$ cat src/rtl/dnsqp_pkg.sv
package dnsqp_pkg;

	localparam int unsigned HeaderBytes = 12;
	localparam logic [7:0] MaxLabel = 8'd63;
	localparam logic [7:0] SeparatorChar = 8'h2e;
	localparam logic [15:0] TypeA = 16'd1;
	localparam int unsigned QueueDepth = 4;

	typedef enum logic [2:0] {
		PH_HEADER  = 3'd0,
		PH_LEN     = 3'd1,
		PH_LABEL   = 3'd2,
		PH_TYPE_HI = 3'd3,
		PH_TYPE_LO = 3'd4,
		PH_DONE    = 3'd5
	} phase_t;

	typedef enum logic [2:0] {
		V_OK     = 3'd0,
		V_COUNTS = 3'd1,
		V_LABEL  = 3'd2,
		V_NOT_A  = 3'd3,
		V_LONG   = 3'd4,
		V_TRUNC  = 3'd5
	} verdict_t;

	// one queued entry: an optional host character followed by an optional verdict
	typedef struct packed {
		logic       ch_v;
		logic [7:0] ch;
		logic       vd_v;
		verdict_t   vd;
		logic [7:0] name_length;
		logic [15:0] query_id;
	} entry_t;

	typedef struct packed {
		logic   empty;
		entry_t head;
	} queue_stat_t;

endpackage

$ cat src/rtl/dnsqp_byte_if.sv
interface dnsqp_byte_if;
	logic       valid;
	logic       ready;
	logic [7:0] data_byte;
	logic       end_of_packet;

	modport source (output valid, output data_byte, output end_of_packet, input ready);
	modport sink (input valid, input data_byte, input end_of_packet, output ready);
endinterface

$ cat src/rtl/dnsqp_result_if.sv
interface dnsqp_result_if;
	logic        valid;
	logic        ready;
	logic        is_verdict;
	logic [7:0]  host_char;
	logic [2:0]  verdict;
	logic [7:0]  name_length;
	logic [15:0] query_id;

	modport source (output valid, output is_verdict, output host_char, output verdict,
		output name_length, output query_id, input ready);
	modport sink (input valid, input is_verdict, input host_char, input verdict,
		input name_length, input query_id, output ready);
endinterface

$ cat src/rtl/dnsqp_front.sv
module dnsqp_front #(
	parameter int unsigned MAX_NAME = 255
) (
	input  logic                clk,
	input  logic                arst_n,
	dnsqp_byte_if.sink          req,
	input  logic                queue_full,
	output logic                push,
	output dnsqp_pkg::entry_t   push_entry
);

	localparam logic [7:0] MaxName = 8'(MAX_NAME);

	logic [3:0]        hdr_pos_q, hdr_pos_d;
	dnsqp_pkg::phase_t phase_q, phase_d;
	logic [5:0]        label_rem_q, label_rem_d;
	logic [7:0]        host_count_q, host_count_d;
	logic [15:0]       id_q, id_d;
	logic [7:0]        cnt_hi_q, cnt_hi_d;
	logic              counts_ok_q, counts_ok_d;
	logic              first_q, first_d;

	logic              accept;
	logic [7:0]        b;
	logic [15:0]       full_word;
	logic              ch_v;
	logic [7:0]        ch;
	logic              vd_v;
	dnsqp_pkg::verdict_t vd;
	logic [5:0]        rem_dec;
	logic              hdr_last;
	logic              name_full;
	logic              bad_len;

	assign req.ready = !queue_full;
	assign accept    = req.valid && req.ready;
	assign b         = req.data_byte;
	assign full_word = {cnt_hi_q, b};
	assign rem_dec   = label_rem_q - 6'd1;
	assign hdr_last  = 32'(hdr_pos_q) + 32'd1 >= dnsqp_pkg::HeaderBytes;
	assign name_full = host_count_q >= MaxName;
	assign bad_len   = b > dnsqp_pkg::MaxLabel || (b == 8'd0 && first_q);

	// next state
	always_comb begin
		hdr_pos_d    = hdr_pos_q;
		phase_d      = phase_q;
		label_rem_d  = label_rem_q;
		host_count_d = host_count_q;
		id_d         = id_q;
		cnt_hi_d     = cnt_hi_q;
		counts_ok_d  = counts_ok_q;
		first_d      = first_q;

		case (phase_q)
			dnsqp_pkg::PH_HEADER: begin
				if (hdr_pos_q == 4'd0) begin
					id_d[15:8] = b;
				end else if (hdr_pos_q == 4'd1) begin
					id_d[7:0] = b;
				end else if (hdr_pos_q >= 4'd4 && !hdr_pos_q[0]) begin
					cnt_hi_d = b;
				end else if (hdr_pos_q == 4'd5) begin
					if (full_word != 16'd1) counts_ok_d = 1'b0;
				end else if (hdr_pos_q == 4'd7 || hdr_pos_q == 4'd9) begin
					if (full_word != 16'd0) counts_ok_d = 1'b0;
				end else if (hdr_pos_q == 4'd11) begin
					if (full_word > 16'd1) counts_ok_d = 1'b0;
				end
				if (hdr_last) begin
					hdr_pos_d = 4'd0;
					if (!counts_ok_d) phase_d = dnsqp_pkg::PH_DONE;
					else phase_d = dnsqp_pkg::PH_LEN;
				end else begin
					hdr_pos_d = hdr_pos_q + 4'd1;
				end
			end
			dnsqp_pkg::PH_LEN: begin
				if (bad_len) begin
					phase_d = dnsqp_pkg::PH_DONE;
				end else if (b == 8'd0) begin
					phase_d = dnsqp_pkg::PH_TYPE_HI;
				end else begin
					first_d = 1'b0;
					if (!first_q && name_full) begin
						phase_d = dnsqp_pkg::PH_DONE;
					end else begin
						label_rem_d = b[5:0];
						phase_d     = dnsqp_pkg::PH_LABEL;
						if (!first_q) host_count_d = host_count_q + 8'd1;
					end
				end
			end
			dnsqp_pkg::PH_LABEL: begin
				if (name_full) begin
					phase_d = dnsqp_pkg::PH_DONE;
				end else begin
					host_count_d = host_count_q + 8'd1;
					label_rem_d  = rem_dec;
					if (rem_dec == 6'd0) phase_d = dnsqp_pkg::PH_LEN;
				end
			end
			dnsqp_pkg::PH_TYPE_HI: begin
				cnt_hi_d = b;
				phase_d  = dnsqp_pkg::PH_TYPE_LO;
			end
			dnsqp_pkg::PH_TYPE_LO: begin
				phase_d = dnsqp_pkg::PH_DONE;
			end
			default: begin
			end
		endcase
	end

	// outputs
	always_comb begin
		ch_v = 1'b0;
		ch   = b;
		vd_v = 1'b0;
		vd   = dnsqp_pkg::V_OK;

		case (phase_q)
			dnsqp_pkg::PH_HEADER: begin
				if (hdr_last && !counts_ok_d) begin
					vd_v = 1'b1;
					vd   = dnsqp_pkg::V_COUNTS;
				end
			end
			dnsqp_pkg::PH_LEN: begin
				if (bad_len) begin
					vd_v = 1'b1;
					vd   = dnsqp_pkg::V_LABEL;
				end else if (b != 8'd0 && !first_q) begin
					if (name_full) begin
						vd_v = 1'b1;
						vd   = dnsqp_pkg::V_LONG;
					end else begin
						ch_v = 1'b1;
						ch   = dnsqp_pkg::SeparatorChar;
					end
				end
			end
			dnsqp_pkg::PH_LABEL: begin
				if (name_full) begin
					vd_v = 1'b1;
					vd   = dnsqp_pkg::V_LONG;
				end else begin
					ch_v = 1'b1;
				end
			end
			dnsqp_pkg::PH_TYPE_LO: begin
				vd_v = 1'b1;
				vd   = (full_word == dnsqp_pkg::TypeA) ? dnsqp_pkg::V_OK
					: dnsqp_pkg::V_NOT_A;
			end
			default: begin
			end
		endcase

		// early end of packet: verdict follows any character of this byte
		if (req.end_of_packet && phase_d != dnsqp_pkg::PH_DONE) begin
			vd_v = 1'b1;
			vd   = dnsqp_pkg::V_TRUNC;
		end
	end

	assign push                   = accept && (ch_v || vd_v);
	assign push_entry.ch_v        = ch_v;
	assign push_entry.ch          = ch_v ? ch : 8'd0;
	assign push_entry.vd_v        = vd_v;
	assign push_entry.vd          = vd;
	assign push_entry.name_length = host_count_d;
	assign push_entry.query_id    = id_d;

	always_ff @(posedge clk or negedge arst_n) begin
		if (!arst_n) begin
			hdr_pos_q    <= '0;
			phase_q      <= dnsqp_pkg::PH_HEADER;
			label_rem_q  <= '0;
			host_count_q <= '0;
			id_q         <= '0;
			cnt_hi_q     <= '0;
			counts_ok_q  <= 1'b1;
			first_q      <= 1'b1;
		end else if (accept) begin
			if (req.end_of_packet) begin
				hdr_pos_q    <= '0;
				phase_q      <= dnsqp_pkg::PH_HEADER;
				label_rem_q  <= '0;
				host_count_q <= '0;
				id_q         <= '0;
				cnt_hi_q     <= '0;
				counts_ok_q  <= 1'b1;
				first_q      <= 1'b1;
			end else begin
				hdr_pos_q    <= hdr_pos_d;
				phase_q      <= phase_d;
				label_rem_q  <= label_rem_d;
				host_count_q <= host_count_d;
				id_q         <= id_d;
				cnt_hi_q     <= cnt_hi_d;
				counts_ok_q  <= counts_ok_d;
				first_q      <= first_d;
			end
		end
	end

endmodule

$ cat src/rtl/dnsqp_queue.sv
module dnsqp_queue (
	input  logic                     clk,
	input  logic                     arst_n,
	input  logic                     push,
	input  dnsqp_pkg::entry_t        push_entry,
	output logic                     full,
	input  logic                     pop,
	output dnsqp_pkg::queue_stat_t   stat
);

	localparam int unsigned PtrW = $clog2(dnsqp_pkg::QueueDepth);
	localparam int unsigned CntW = $clog2(dnsqp_pkg::QueueDepth + 1);

	dnsqp_pkg::entry_t slot_q [dnsqp_pkg::QueueDepth];
	logic [PtrW-1:0]   wr_ptr_q;
	logic [PtrW-1:0]   rd_ptr_q;
	logic [CntW-1:0]   count_q;
	logic              do_push;
	logic              do_pop;

	assign full       = count_q == CntW'(dnsqp_pkg::QueueDepth);
	assign stat.empty = count_q == '0;
	assign stat.head  = slot_q[rd_ptr_q];
	assign do_push    = push && !full;
	assign do_pop     = pop && !stat.empty;

	always_ff @(posedge clk) begin
		if (do_push) slot_q[wr_ptr_q] <= push_entry;
	end

	always_ff @(posedge clk or negedge arst_n) begin
		if (!arst_n) begin
			wr_ptr_q <= '0;
			rd_ptr_q <= '0;
			count_q  <= '0;
		end else begin
			if (do_push) wr_ptr_q <= wr_ptr_q + PtrW'(1);
			if (do_pop) rd_ptr_q <= rd_ptr_q + PtrW'(1);
			case ({do_push, do_pop})
				2'b10:   count_q <= count_q + CntW'(1);
				2'b01:   count_q <= count_q - CntW'(1);
				default: count_q <= count_q;
			endcase
		end
	end

endmodule

$ cat src/rtl/dnsqp_back.sv
module dnsqp_back (
	input  logic                     clk,
	input  logic                     arst_n,
	input  dnsqp_pkg::queue_stat_t   stat,
	output logic                     pop,
	dnsqp_result_if.source           res
);

	dnsqp_pkg::entry_t cur_q;
	logic              ch_pend_q;
	logic              vd_pend_q;
	logic              busy;
	logic              taken;
	logic              last;

	assign busy  = ch_pend_q || vd_pend_q;
	assign taken = res.valid && res.ready;
	assign last  = !(ch_pend_q && vd_pend_q);
	assign pop   = !stat.empty && (!busy || (taken && last));

	assign res.valid       = busy;
	assign res.is_verdict  = !ch_pend_q;
	assign res.host_char   = ch_pend_q ? cur_q.ch : 8'd0;
	assign res.verdict     = ch_pend_q ? 3'd0 : cur_q.vd;
	assign res.name_length = ch_pend_q ? 8'd0 : cur_q.name_length;
	assign res.query_id    = ch_pend_q ? 16'd0 : cur_q.query_id;

	always_ff @(posedge clk) begin
		if (pop) cur_q <= stat.head;
	end

	always_ff @(posedge clk or negedge arst_n) begin
		if (!arst_n) begin
			ch_pend_q <= 1'b0;
			vd_pend_q <= 1'b0;
		end else if (pop) begin
			ch_pend_q <= stat.head.ch_v;
			vd_pend_q <= stat.head.vd_v;
		end else if (taken) begin
			if (ch_pend_q) ch_pend_q <= 1'b0;
			else vd_pend_q <= 1'b0;
		end
	end

endmodule

$ cat src/rtl/dns_query_name_parser_top.sv
// channel | dir | payload
// req     | in  | data_byte, end_of_packet
// res     | out | is_verdict, host_char, verdict, name_length, query_id
//
// one byte is parsed per cycle in the front end unless the queue is full; each
// byte queues at most one entry holding a host character and/or a verdict; the output
// stage sends the character first when an entry has both (a truncated packet)
// a four-entry queue separates parsing from delivery, so res stalls reach req only
// when it fills
// arst_n clears all parser and queue state; no clearing pass is needed
module dns_query_name_parser_top #(
	parameter int unsigned MAX_NAME = 255
) (
	input  logic           clk,
	input  logic           arst_n,
	dnsqp_byte_if.sink     req,
	dnsqp_result_if.source res
);

	logic                   push;
	dnsqp_pkg::entry_t      push_entry;
	logic                   full;
	logic                   pop;
	dnsqp_pkg::queue_stat_t stat;

	dnsqp_front #(
		.MAX_NAME(MAX_NAME)
	) u_front (
		.clk        (clk),
		.arst_n     (arst_n),
		.req        (req),
		.queue_full (full),
		.push       (push),
		.push_entry (push_entry)
	);

	dnsqp_queue u_queue (
		.clk        (clk),
		.arst_n     (arst_n),
		.push       (push),
		.push_entry (push_entry),
		.full       (full),
		.pop        (pop),
		.stat       (stat)
	);

	dnsqp_back u_back (
		.clk    (clk),
		.arst_n (arst_n),
		.stat   (stat),
		.pop    (pop),
		.res    (res)
	);

endmodule
$ cat src/flat_wrapper.sv
// flat-port wrapper written by rule: the top's interface ports become plain ports
module dns_query_name_parser_top_flat 
#(
	parameter int unsigned MAX_NAME = 255
)
  (clk, arst_n, req_valid, req_data_byte, req_end_of_packet, req_ready, res_valid, res_is_verdict, res_host_char, res_verdict, res_name_length, res_query_id, res_ready);
  dnsqp_byte_if req_i ();
  dnsqp_result_if res_i ();
  input  logic clk;
  input  logic arst_n;
  input wire logic [$bits(req_i.valid)-1:0] req_valid;
  input wire logic [$bits(req_i.data_byte)-1:0] req_data_byte;
  input wire logic [$bits(req_i.end_of_packet)-1:0] req_end_of_packet;
  output wire logic [$bits(req_i.ready)-1:0] req_ready;
  output wire logic [$bits(res_i.valid)-1:0] res_valid;
  output wire logic [$bits(res_i.is_verdict)-1:0] res_is_verdict;
  output wire logic [$bits(res_i.host_char)-1:0] res_host_char;
  output wire logic [$bits(res_i.verdict)-1:0] res_verdict;
  output wire logic [$bits(res_i.name_length)-1:0] res_name_length;
  output wire logic [$bits(res_i.query_id)-1:0] res_query_id;
  input wire logic [$bits(res_i.ready)-1:0] res_ready;
  assign req_i.valid = req_valid;
  assign req_i.data_byte = req_data_byte;
  assign req_i.end_of_packet = req_end_of_packet;
  assign req_ready = req_i.ready;
  assign res_valid = res_i.valid;
  assign res_is_verdict = res_i.is_verdict;
  assign res_host_char = res_i.host_char;
  assign res_verdict = res_i.verdict;
  assign res_name_length = res_i.name_length;
  assign res_query_id = res_i.query_id;
  assign res_i.ready = res_ready;
  dns_query_name_parser_top #(.MAX_NAME(MAX_NAME)) u_core (.clk(clk), .arst_n(arst_n), .req(req_i), .res(res_i));
endmodule
$ cat config.mk
export PLATFORM = sky130hd
export DESIGN_NAME = dns_query_name_parser_top_flat
export DESIGN_NICKNAME = d
export VERILOG_FILES = /design/src/rtl/dnsqp_pkg.sv /design/src/rtl/dnsqp_byte_if.sv /design/src/rtl/dnsqp_result_if.sv /design/src/rtl/dnsqp_front.sv /design/src/rtl/dnsqp_queue.sv /design/src/rtl/dnsqp_back.sv /design/src/rtl/dns_query_name_parser_top.sv /design/src/flat_wrapper.sv
export SDC_FILE = /design/constraint.sdc
export NUM_CORES = 1
export LEC_CHECK = 0
export BUFFER_PORTS_ARGS = -buffer_cell sky130_fd_sc_hd__clkbuf_2
export CAP_MARGIN = 20
export CORE_ASPECT_RATIO = 1.25
export CORE_MARGIN = 5
export CORE_UTILIZATION = 61
export DETAILED_ROUTE_END_ITERATION = 10
export PLACE_DENSITY = 0.87
export SLEW_MARGIN = 25
export SYNTH_ARGS = -nofsm -noshare
export SYNTH_HDL_FRONTEND = slang
export SYNTH_HIERARCHICAL = 1
export SYNTH_SLANG_ARGS = --single-unit
$ cat constraint.sdc
create_clock -name clk -period 4.26 [get_ports clk]
set_clock_uncertainty 0.05 [all_clocks]
set_input_delay 0.852 -clock clk [delete_from_list [all_inputs] [get_ports clk]]
set_output_delay 0.852 -clock clk [all_outputs]
set_load 0.1 [all_outputs]
==> results of run 1 <==
==> stage by stage <==
stage | utilization | cells | cell area (sq um) | power [uW] | hold slack [ns]
final | 0.6917 | 944 | 11600 | 9691 | 0.4208
after global routing | 0.6917 | 944 | 11600 | 10110 | 0.4633
after CTS | 0.6916 | 944 | 11600 | 9739 | 0.4473
after detailed placement | 0.6481 | 904 | 10870 | 7738 | 0.4283
after global placement | 0.6481 | 904 | 10870 | 7571 | 0.4100
after floorplan | - | 656 | 10390 | 6933 | 0.4010
==> path summary, 6_finish.rpt <==
check                                             endpoint  slack, ns  cells after the start                            from
worst max-delay path             u_core/u_queue/count_q[2]       0.62                     15  u_core/u_front/host_count_q[0]
max in group asynchronous       u_core/u_front/counts_ok_q       2.87                      2                          arst_n
worst min-delay path             u_core/u_queue/count_q[2]       0.42                      1                          arst_n
worst min register to register  u_core/u_front/counts_ok_q       0.44                      2      u_core/u_front/counts_ok_q
min in group clk                u_core/u_front/counts_ok_q       0.44                      2      u_core/u_front/counts_ok_q
worst max register to register   u_core/u_queue/count_q[2]       0.62                     15  u_core/u_front/host_count_q[0]
==> critical path: cells and delay by family (launching register included) <==
family,cells,cell delay [ns]
AO/OA/AOI/OAI,4,0.93
XOR/XNOR,2,0.32
adder cells (fa/ha/maj),3,0.86
buffers and inverters,2,0.13
flip-flops,1,0.50
AND/OR/NAND/NOR,4,0.77
==> cell usage after synthesis (6+ instances only) <==
library cell,instances
a21o_1,7
a21oi_1,14
a22o_1,20
and2_1,14
buf_2,14
clkbuf_1,13
dfrtp_1,54
edfxtp_1,183
ha_1,11
inv_1,15
mux2_2,20
mux4_2,37
nand2_1,24
nand2b_1,9
nor2_1,23
nor2b_1,36
nor3_1,7
o21ai_0,9
o21ai_1,20
o31ai_1,7
xnor2_1,6
xor2_1,8
==> layout make-up <==
type	count	area share
inverter	15	0.004852
clock inverter	10	0.01013
tap	220	0.02372
multi-input combinational	367	0.2795
timing repair buffer	63	0.03429
clock buffer	30	0.05261
sequential	239	0.5949
==> logic make-up after synthesis <==
group / count (synthesis) / share of synthesized area
mux: 64 / 0.1097
xor+xnor: 14 / 0.01180
compound gates: 118 / 0.08384
fa+ha+maj: 13 / 0.01626
buf+inv: 50 / 0.02409
flops: 239 / 0.6642
simple gates: 158 / 0.09010
==> report_power, final <==
part           total, uW  internal, uW  switching [uW]  leakage (uW)
clock               1960          1140             830      0.000360
combinational       3830          1120            2710       0.00149
sequential          3900          3470             431       0.00245
==> registers in the layout, summed over array words and instances, names as in the netlist <==
name	cells
u_core/u_back/vd_pend_q	1
u_core/u_back/cur_q	35
u_core/u_back/ch_pend_q	1
u_core/u_front/cnt_hi_q	8
u_core/u_front/id_q	16
u_core/u_queue/count_q	3
u_core/u_front/label_rem_q	6
u_core/u_queue/slot_q	148
u_core/u_front/counts_ok_q	1
u_core/u_front/phase_q	3
u_core/u_queue/rd_ptr_q	2
u_core/u_front/first_q	1
u_core/u_front/hdr_pos_q	4
u_core/u_front/host_count_q	8
u_core/u_queue/wr_ptr_q	2
==> layout by cell type (no fill, tap or decap), types with 6 or more instances in the layout <==
| cell type | instances |
|---|---|
| xor2_1 | 8 |
| o31ai_1 | 7 |
| clkbuf_2 | 49 |
| nor2b_1 | 36 |
| buf_4 | 9 |
| nor2_1 | 23 |
| clkbuf_16 | 22 |
| a22o_1 | 20 |
| dfrtp_1 | 52 |
| mux2_2 | 20 |
| nand2_1 | 24 |
| o21ai_1 | 20 |
| ha_1 | 11 |
| xnor2_1 | 6 |
| o21ai_0 | 9 |
| nand2b_1 | 9 |
| nor3_1 | 7 |
| mux4_2 | 37 |
| inv_1 | 15 |
| a21oi_1 | 14 |
| a21o_1 | 7 |
| and2_1 | 14 |
| edfxtp_1 | 183 |
==> layer usage <==
metal,up-vias,wire [um],global-route usage,share of wire
li1,2646,-,-,-
met1,3037,8544,0.3056,0.40
met2,282,11030,0.3759,0.51
met3,42,1338,0.02603,0.062
met4,0,520,0.05519,0.024
met5,-,0,0,0
==> results.md, run 1 <==
* Fmax at 0.2750 GHz
* Register bit total from synthesis at 239
* Layout Nets at 733
* CP Capture Type: register
* CP Launch Type: register
* Setup TNS at 0 ns
* CTS max path bufs at 3
* # rows at 53
* Main area contributors after synthesis: edfxtp_1 53%, dfrtp_1 13%, mux4_2 8.0%
* Vias in the first global route at 6016
* Starting DRT DRC Count at 601
* Clk_lat worst skew at 0.51 ns
* Total GRT Usage at 0.2195
* Slowest CP cell: dfrtp_1
* DRT Wirelength at 21430 um
* Rel. slew slack at 0.4098
* Storage cell area at 6904 sq um
* Layout cells sized above 1 at 0.2541
* Crit path setup slack, layout at 0.6231 ns
* Async set-or-reset flop fraction in the synthesized netlist at 0.2343
* Unique cell type count in the Yosys netlist at 76
* Worst path cell trace: ha_1, nand3_1, a2111oi_0, nand3b_1, o311ai_1, o21ai_2, a41oi_1, nor2b_2, inv_1, ha_1, inv_1, fa_1, xor2_1, nor2_1, xor2_1
* CTS tree: built
* Largest net degree at the start of global routing at 42
* Worst min path class: in2async
* Core ar. at 16780 sq um
* Max incr delay on CP at 0.50 ns
* Chip height at 155.9 um
* CTS H-tree lvls at 1
* Max-slew violation count at 0
* Worst-path clk slew at 0.07 ns
* Final period util at 0.8537
* Syn-to-layout area delta at 11.72%
* Remaining Overflow, GRT at 0
* Post CTS Setup Buffer Count at 0
* CTS root buf: clkbuf_16
* Critical-path maximum fanout at 8
* EDFF count, synth at 183
* Syn nets at 681
* Mapped cell area at 10390 sq um
* RePlAce Congestion at 0.8965
* Peak supply drop at 0.0005283 V
* Final Hold Vio Count at 0
* RSZ-0062 raised after global routing: no
* Chip width at 126.7 um
* Max-Cap Viols at 0
* CTS sink cnt at 239
* Run status: finished clean
* Cells after Synth at 656
* Routed len/inst at 22.70 um
* Pwr Density at 835.1 nW/um^2
* Worst-margin pin slew at 0.8853 ns
* Leakage at 0.004303 uW
* # hold bufs at CTS at 0
* Post-Place Setup Slack at 0.2755 ns
* Number of I/O port buffers at 50
* Antenna-violating nets left at 0
* Total die area at 19750 sq um
* Diodes inserted at 0
* Post-CTS sizing at 0
* DRC at 0
* IO Pins at 51
* Setup Crit Path Kind: reg2reg
* Min Clock Period, post-route at 3.637 ns
* Fillers at 1042
* Initial Util at 0.6191
* Cell taking the most area after synthesis: edfxtp_1
* Yosys top cell area share at 0.5290
* Ys flop type: edfxtp_1
* Multi-input gate area at 3243 sq um
* Ys Warns at 6
* CTS Buf Count at 22
* Final Setup Violations at 0
* Worst EP required at 4.63 ns
* Critical Path AT at 4.00 ns
* Vias/cell at 6.363
* First-pass GRT wire length at 33740 um
* Initial antenna violation count at 0
* HPWL Detailed at 13400 um
* Drt pass-1 iters at 5
* Syn_area_per_cell at 15.83 sq um
* Register area share after synthesis at 0.6642
* Routed vias at 6007
(Power assumes the default switching activity.)
==> inputs of run 2 (changes only) <==
--- a/config.mk
+++ b/config.mk
@@ -12,6 +12,7 @@
 export CORE_UTILIZATION = 61
 export DETAILED_ROUTE_END_ITERATION = 10
 export PLACE_DENSITY = 0.87
+export RECOVER_POWER = 25
 export SLEW_MARGIN = 25
 export SYNTH_ARGS = -nofsm -noshare
 export SYNTH_HDL_FRONTEND = slang
==> run 2 against run 1 <==
Compared with the run above: the flow now finishes with violations (max-capacitance violations, max-slew violations); non-clock buffer count unchanged; routed wire length about the same; critical path depth decreased by 3; sequential power about the same; setup slack got worse by 0.15 ns; via count decreased by 0.15%; design area decreased by 0.28%; largest cell class unchanged; register-to-register slack got worse by 0.15 ns.
==> results.md, run 2 (same netlist as run 1, synthesis figures left out) <==
* Run status: finished with violations (was finished clean)
* Failing checks: max-capacitance violations, max-slew violations
* Diodes inserted at 0 (unchanged)
* Remaining Overflow, GRT at 0 (unchanged)
* GR Util met3 at 0.02603 (unchanged)
* Number of I/O port buffers at 50 (unchanged)
* Routed len/inst at 22.68 um (was 22.70 um)
* Fillers at 1052 (was 1042)
* Peak supply drop at 0.0005245 V (was 0.0005283 V)
* Pwr Density at 835.2 nW/um^2 (was 835.1 nW/um^2)
* Worst Reg-to-Reg Cells at 12 (was 15)
* CTS tree: built (unchanged)
* Starting DRT DRC Count at 553 (was 601)
* Vias/cell at 6.354 (was 6.363)
* Final Hold Vio Count at 0 (unchanged)
* # rows at 53 (unchanged)
* Clk_lat worst skew at 0.51 ns (about the same)
* Final Setup Violations at 0 (unchanged)
* CP Capture Type: register (unchanged)
* Initial Util at 0.6191 (unchanged)
* Post-CTS sizing at 0 (unchanged)
* Chip height at 155.9 um (unchanged)
* Met2 Use GR at 0.3759 (unchanged)
* Top reg by flops: u_core/u_queue/slot_q (unchanged)
* Worst EP required at 4.62 ns (was 4.63 ns)
* Worst-path clk slew at 0.07 ns (about the same)
* Layout cells sized above 1 at 0.2362 (was 0.2541)
* Worst min path class: reg2reg (was in2async)
* Max reg flops at 148 (unchanged)
* Total die area at 19750 sq um (unchanged)
* Drt pass-1 iters at 5 (unchanged)
* Antenna-violating nets left at 0 (unchanged)
* Syn-to-layout area delta at 11.41% (was 11.72%)
* Initial antenna violation count at 0 (unchanged)
* RSZ-0062 raised after global routing: no (unchanged)
* Core ar. at 16780 sq um (unchanged)
* Most frequent cells in the layout: 183 x edfxtp_1, 53 x dfrtp_1, 49 x clkbuf_2 (was 183 x edfxtp_1, 52 x dfrtp_1, 49 x clkbuf_2)
* CP Launch Type: register (unchanged)
* Largest net degree at the start of global routing at 42 (unchanged)
* Setup TNS at 0 ns (unchanged)
* Worst-margin pin slew at 2.124 ns (was 0.8853 ns)
* Final period util at 0.8887 (was 0.8537)
* First-pass GRT wire length at 33740 um (unchanged)
* Rel. slew slack at -0.4163 (was 0.4098)
* Gr busiest metal: met2 (unchanged)
* CTS H-tree lvls at 1 (unchanged)
* CTS sink cnt at 239 (unchanged)
* # hold bufs at CTS at 0 (unchanged)
* Max-slew violation count at 66 (was 0)
* Fmax at 0.2642 GHz (was 0.2750 GHz)
* Tot Pwr at 9665 uW (was 9691 uW)
* Post CTS Setup Buffer Count at 0 (unchanged)
* RePlAce Congestion at 0.8965 (unchanged)
* Total GRT Usage at 0.2195 (unchanged)
* Min Clock Period, post-route at 3.786 ns (was 3.637 ns)
* IO Pins at 51 (unchanged)
* Max-Cap Viols at 2 (was 0)
* DRT Wirelength at 21410 um (was 21430 um)
* Commonest non-fill, non-tap cell in the layout: edfxtp_1 (unchanged)
* Biggest regs: u_core/u_queue/slot_q x148, u_core/u_back/cur_q x35, u_core/u_front/id_q x16 (unchanged)
* Setup Crit Path Kind: reg2reg (unchanged)
* HPWL Detailed at 13400 um (unchanged)
* Vias in the first global route at 6016 (unchanged)
* Critical-path maximum fanout at 28 (was 8)
* Leakage at 0.004290 uW (was 0.004303 uW)
* Chip width at 126.7 um (unchanged)
* Layout Nets at 733 (unchanged)
* Hold depth at 2
* DRC at 0 (unchanged)
* CTS root buf: clkbuf_16 (unchanged)
* GRT met1 Usage at 0.3056 (unchanged)
* CTS max path bufs at 3 (unchanged)
* Routed vias at 5998 (was 6007)
* CTS Buf Count at 22 (unchanged)
* Critical Path AT at 4.15 ns (was 4.00 ns)
-- run 2: cell count changes in the layout (fill, tap and decap cells not counted), sizes merged --
cell / delta
buf: -4
clkbuf: +4
-- run 2: final cells by class --
type,count,area [sq um],share of cell area
flip-flops and latches,239,6900,0.5963
clock buffers,30,610.6,0.05276
inverters,15,56.30,0.004865
multi-input cells,367,3227,0.2788
repair buffers,63,385.4,0.03330
clock inverters,10,117.6,0.01016
well taps,220,275.3,0.02379
-- run 2: final timing paths --
path / startpoint / end / slack [ns]
max in group asynchronous: arst_n / u_core/u_front/phase_q[2] / 1.30
max: u_core/u_queue/count_q[0] / u_core/u_queue/count_q[2] / 0.47
min: u_core/u_front/counts_ok_q / u_core/u_front/counts_ok_q / 0.44
min in group asynchronous: arst_n / u_core/u_front/id_q[15] / 0.92
max reg2reg: u_core/u_queue/count_q[0] / u_core/u_queue/count_q[2] / 0.47
min reg2reg: u_core/u_front/counts_ok_q / u_core/u_front/counts_ok_q / 0.44
-- run 2: worst max-delay path, cell delays in order (launching register included) --
cell      delay [ns]
dfrtp_1         0.44
nor3b_1         0.46
nand2b_1        0.17
clkbuf_1        1.01
a41oi_1         0.18
nor2b_2         0.29
inv_1           0.09
ha_1            0.17
inv_1           0.06
fa_1            0.37
xor2_1          0.15
nor2_1          0.11
xor2_1          0.17
-- run 2: power by group --
group | internal (uW) | switching [uW] | total [uW]
registers | 3460 | 427 | 3890
logic | 1110 | 2700 | 3810
clock network | 1140 | 828 | 1960
total | 5710 | 3960 | 9670
-- run 2: stage by stage --
stage	hold slack [ns]	setup WS (ns)	cell area, sq um	utilization	instances
5_1_grt	0.4633	0.2280	11570	0.6898	944
3_5_place_dp	0.4283	0.2755	10870	0.6481	904
4_1_cts	0.4473	0.6998	11600	0.6916	944
3_3_place_gp	0.4100	0.3750	10870	0.6481	904
6_report	0.4430	0.4743	11570	0.6898	944
2_1_floorplan	0.4010	0.6737	10390	-	656
-- run 2: layer usage --
| layer | routed length [um] | up-vias |
|---|---|---|
| li1 | - | 2647 |
| met4 | 514 | 0 |
| met2 | 11010 | 277 |
| met5 | 0 | - |
| met3 | 1427 | 42 |
| met1 | 8457 | 3032 |
==> inputs of run 3 (changes only) <==
--- a/config.mk
+++ b/config.mk
@@ -7,9 +7,11 @@
 export LEC_CHECK = 0
 export BUFFER_PORTS_ARGS = -buffer_cell sky130_fd_sc_hd__clkbuf_2
 export CAP_MARGIN = 20
+export CELL_PAD_IN_SITES_DETAIL_PLACEMENT = 0
+export CELL_PAD_IN_SITES_GLOBAL_PLACEMENT = 1
 export CORE_ASPECT_RATIO = 1.25
 export CORE_MARGIN = 5
-export CORE_UTILIZATION = 61
+export CORE_UTILIZATION = 52
 export DETAILED_ROUTE_END_ITERATION = 10
 export PLACE_DENSITY = 0.87
 export RECOVER_POWER = 25
==> run 3 against run 2 <==
Compared with the run above: the run still ends with max-capacitance violations, max-slew violations left; maximum frequency is 4.6% higher; routed wire length fell by 2.6%; final cell count rose by 5.4%; largest cell class unchanged; clock power is 10% higher; power is 2.1% higher; register-to-register slack better by 0.17 ns; flip-flop and latch count stayed put; die area up 16%; via count shrank 2.6%; setup slack improved by 0.17 ns; utilization down 8.9 points; combinational power up 2%; highest routed layer unchanged.
==> results.md, run 3 (same netlist as run 1, synthesis figures left out) <==
* Run status: finished with violations (unchanged)
* Failing checks: max-capacitance violations, max-slew violations (unchanged)
* Fmax at 0.2764 GHz (was 0.2642 GHz)
* # hold bufs at CTS at 0 (unchanged)
* Peak supply drop at 0.0003977 V (was 0.0005245 V)
* Post-CTS sizing at 0 (unchanged)
* Top reg by flops: u_core/u_queue/slot_q (unchanged)
* Post-Place Setup Slack at 0.3125 ns (was 0.2755 ns)
* Final period util at 0.8492 (was 0.8887)
* Most frequent cells in the layout: 183 x edfxtp_1, 54 x dfrtp_1, 49 x clkbuf_2 (was 183 x edfxtp_1, 53 x dfrtp_1, 49 x clkbuf_2)
* Initial Util at 0.5316 (was 0.6191)
* Hold depth at 2 (unchanged)
* Drt pass-1 iters at 4 (was 5)
* CTS root buf: clkbuf_16 (unchanged)
* CTS max path bufs at 3 (unchanged)
* Max reg flops at 148 (unchanged)
* Initial antenna violation count at 0 (unchanged)
* Clk_lat worst skew at 0.52 ns (was 0.51 ns)
* Remaining Overflow, GRT at 0 (unchanged)
* Antenna-violating nets left at 0 (unchanged)
* Worst EP required at 4.63 ns (was 4.62 ns)
* Worst min path class: reg2reg (unchanged)
* Setup Crit Path Kind: reg2reg (unchanged)
* Fillers at 1463 (was 1052)
* First-pass GRT wire length at 33990 um (was 33740 um)
* Post-layout util at 0.6012 (was 0.6898)
* Core ar. at 19540 sq um (was 16780 sq um)
* Worst-path clk slew at 0.06 ns (was 0.07 ns)
* CTS tree: built (unchanged)
* Chip height at 168.0 um (was 155.9 um)
* Vias in the first global route at 6079 (was 6016)
* CP Capture Type: register (unchanged)
* Vias/cell at 5.870 (was 6.354)
* Worst-margin pin slew at 1.992 ns (was 2.124 ns)
* Biggest regs: u_core/u_queue/slot_q x148, u_core/u_back/cur_q x35, u_core/u_front/id_q x16 (unchanged)
* Min Clock Period, post-route at 3.618 ns (was 3.786 ns)
* CP Launch Type: register (unchanged)
* Commonest non-fill, non-tap cell in the layout: edfxtp_1 (unchanged)
* Layout cells sized above 1 at 0.2493 (was 0.2362)
* Rel. slew slack at -0.3283 (was -0.4163)
* Crit path setup slack, layout at 0.6423 ns (was 0.4743 ns)
* HPWL Detailed at 13210 um (was 13400 um)
* Final Setup Violations at 0 (unchanged)
* Worst Reg-to-Reg Cells at 15 (was 12)
* CTS H-tree lvls at 1 (unchanged)
* Total die area at 22920 sq um (was 19750 sq um)
* Starting DRT DRC Count at 417 (was 553)
* RePlAce Congestion at 0.8703 (was 0.8965)
* Critical-path maximum fanout at 8 (was 28)
* Final Hold Vio Count at 0 (unchanged)
* Number of I/O port buffers at 50 (unchanged)
* DRT Wirelength at 20850 um (was 21410 um)
* Total GRT Usage at 0.1887 (was 0.2195)
* DRC at 0 (unchanged)
* Routed vias at 5841 (was 5998)
* Layout Nets at 737 (was 733)
* Diodes inserted at 0 (unchanged)
* Setup TNS at 0 ns (unchanged)
* CTS Buf Count at 24 (was 22)
* Leakage at 0.004331 uW (was 0.004290 uW)
* Post CTS Setup Buffer Count at 0 (unchanged)
* CTS sink cnt at 239 (unchanged)
* Critical Path AT at 3.98 ns (was 4.15 ns)
* # rows at 57 (was 53)
* Syn-to-layout area delta at 13.11% (was 11.41%)
* IO Pins at 51 (unchanged)
* RSZ-0062 raised after global routing: no (unchanged)
* Chip width at 136.4 um (was 126.7 um)
* Max-slew violation count at 72 (was 66)
* Routed len/inst at 20.96 um (was 22.68 um)
* Pwr Density at 839.8 nW/um^2 (was 835.2 nW/um^2)
* Largest net degree at the start of global routing at 38 (was 42)
* Max-Cap Viols at 2 (unchanged)
[run 3: changes by cell type in the layout (fill, tap and decap cells not counted), moves of 2 or more]
| cell | previous run | this run |
|---|---|---|
| mux2_2 | 15 | 20 |
| buf_4 | 6 | 9 |
| clkbuf_8 | 3 | 0 |
| clkbuf_16 | 22 | 24 |
| clkbuf_1 | 9 | 7 |
| bufinv_16 | 2 | 4 |
| mux2_1 | 10 | 5 |
| clkinvlp_4 | 0 | 4 |
| clkinv_2 | 4 | 2 |
[run 3: worst max-delay path, stage by stage, from the launching register on]
cell and delay [ns]:
dfrtp_1 0.50, ha_1 0.31, nand3_1 0.22, a2111oi_0 0.37
nand3b_1 0.16, o311ai_1 0.14, o21ai_2 0.22, a41oi_1 0.15
nor2b_2 0.23, inv_1 0.09, ha_1 0.17, inv_1 0.06
fa_1 0.38, xor2_1 0.15, nor2_1 0.13, xor2_1 0.18
[run 3: cell type report]
cell class / count / area [sq um] / share of cell area
clock buffers: 28 / 615.6 / 0.05240
clock inverters: 16 / 212.7 / 0.01810
well taps: 265 / 331.6 / 0.02822
multi-input cells: 367 / 3229 / 0.2749
inverters: 15 / 56.30 / 0.004792
repair buffers: 65 / 404.1 / 0.03440
flip-flops and latches: 239 / 6899 / 0.5872
[run 3: path summary, 6_finish.rpt]
| check | to | slack [ns] | from |
|---|---|---|---|
| worst max-delay path | u_core/u_queue/count_q[2] | 0.64 | u_core/u_front/host_count_q[0] |
| worst min-delay path | u_core/u_front/counts_ok_q | 0.42 | u_core/u_front/counts_ok_q |
| worst max register to register | u_core/u_queue/count_q[2] | 0.64 | u_core/u_front/host_count_q[0] |
| worst min register to register | u_core/u_front/counts_ok_q | 0.42 | u_core/u_front/counts_ok_q |
| max in group asynchronous | u_core/u_front/cnt_hi_q[7] | 1.09 | arst_n |
| min in group asynchronous | u_core/u_front/id_q[1] | 0.58 | arst_n |
[run 3: per-stage QoR]
stage                     power (uW)  instance area (sq um)  hold WS [ns]  cells
after floorplan                 6933                  10390        0.4010    656
after global placement          7608                  10940        0.4109    951
after detailed placement        7755                  10940        0.4132    951
after CTS                       9953                  11770        0.3195    995
after global routing           10350                  11750        0.4656    995
final                           9866                  11750        0.4246    995
[run 3: where the power goes]
| group | internal, uW | leakage (uW) | switching [uW] |
|---|---|---|---|
| Combinational | 1120 | 0.00149 | 2750 |
| Clock | 1290 | 0.000390 | 868 |
| Sequential | 3470 | 0.00246 | 367 |
[run 3: layer usage]
| metal | share of wire | wire, um | vias to the layer above | global-route usage |
|---|---|---|---|---|
| met3 | 0.060 | 1254 | 22 | 0.02627 |
| met5 | 0 | 0 | - | 0 |
| met4 | 0.014 | 302 | 0 | 0.04296 |
| met1 | 0.42 | 8779 | 2964 | 0.2681 |
| met2 | 0.50 | 10520 | 203 | 0.3132 |
| li1 | - | - | 2652 | - |
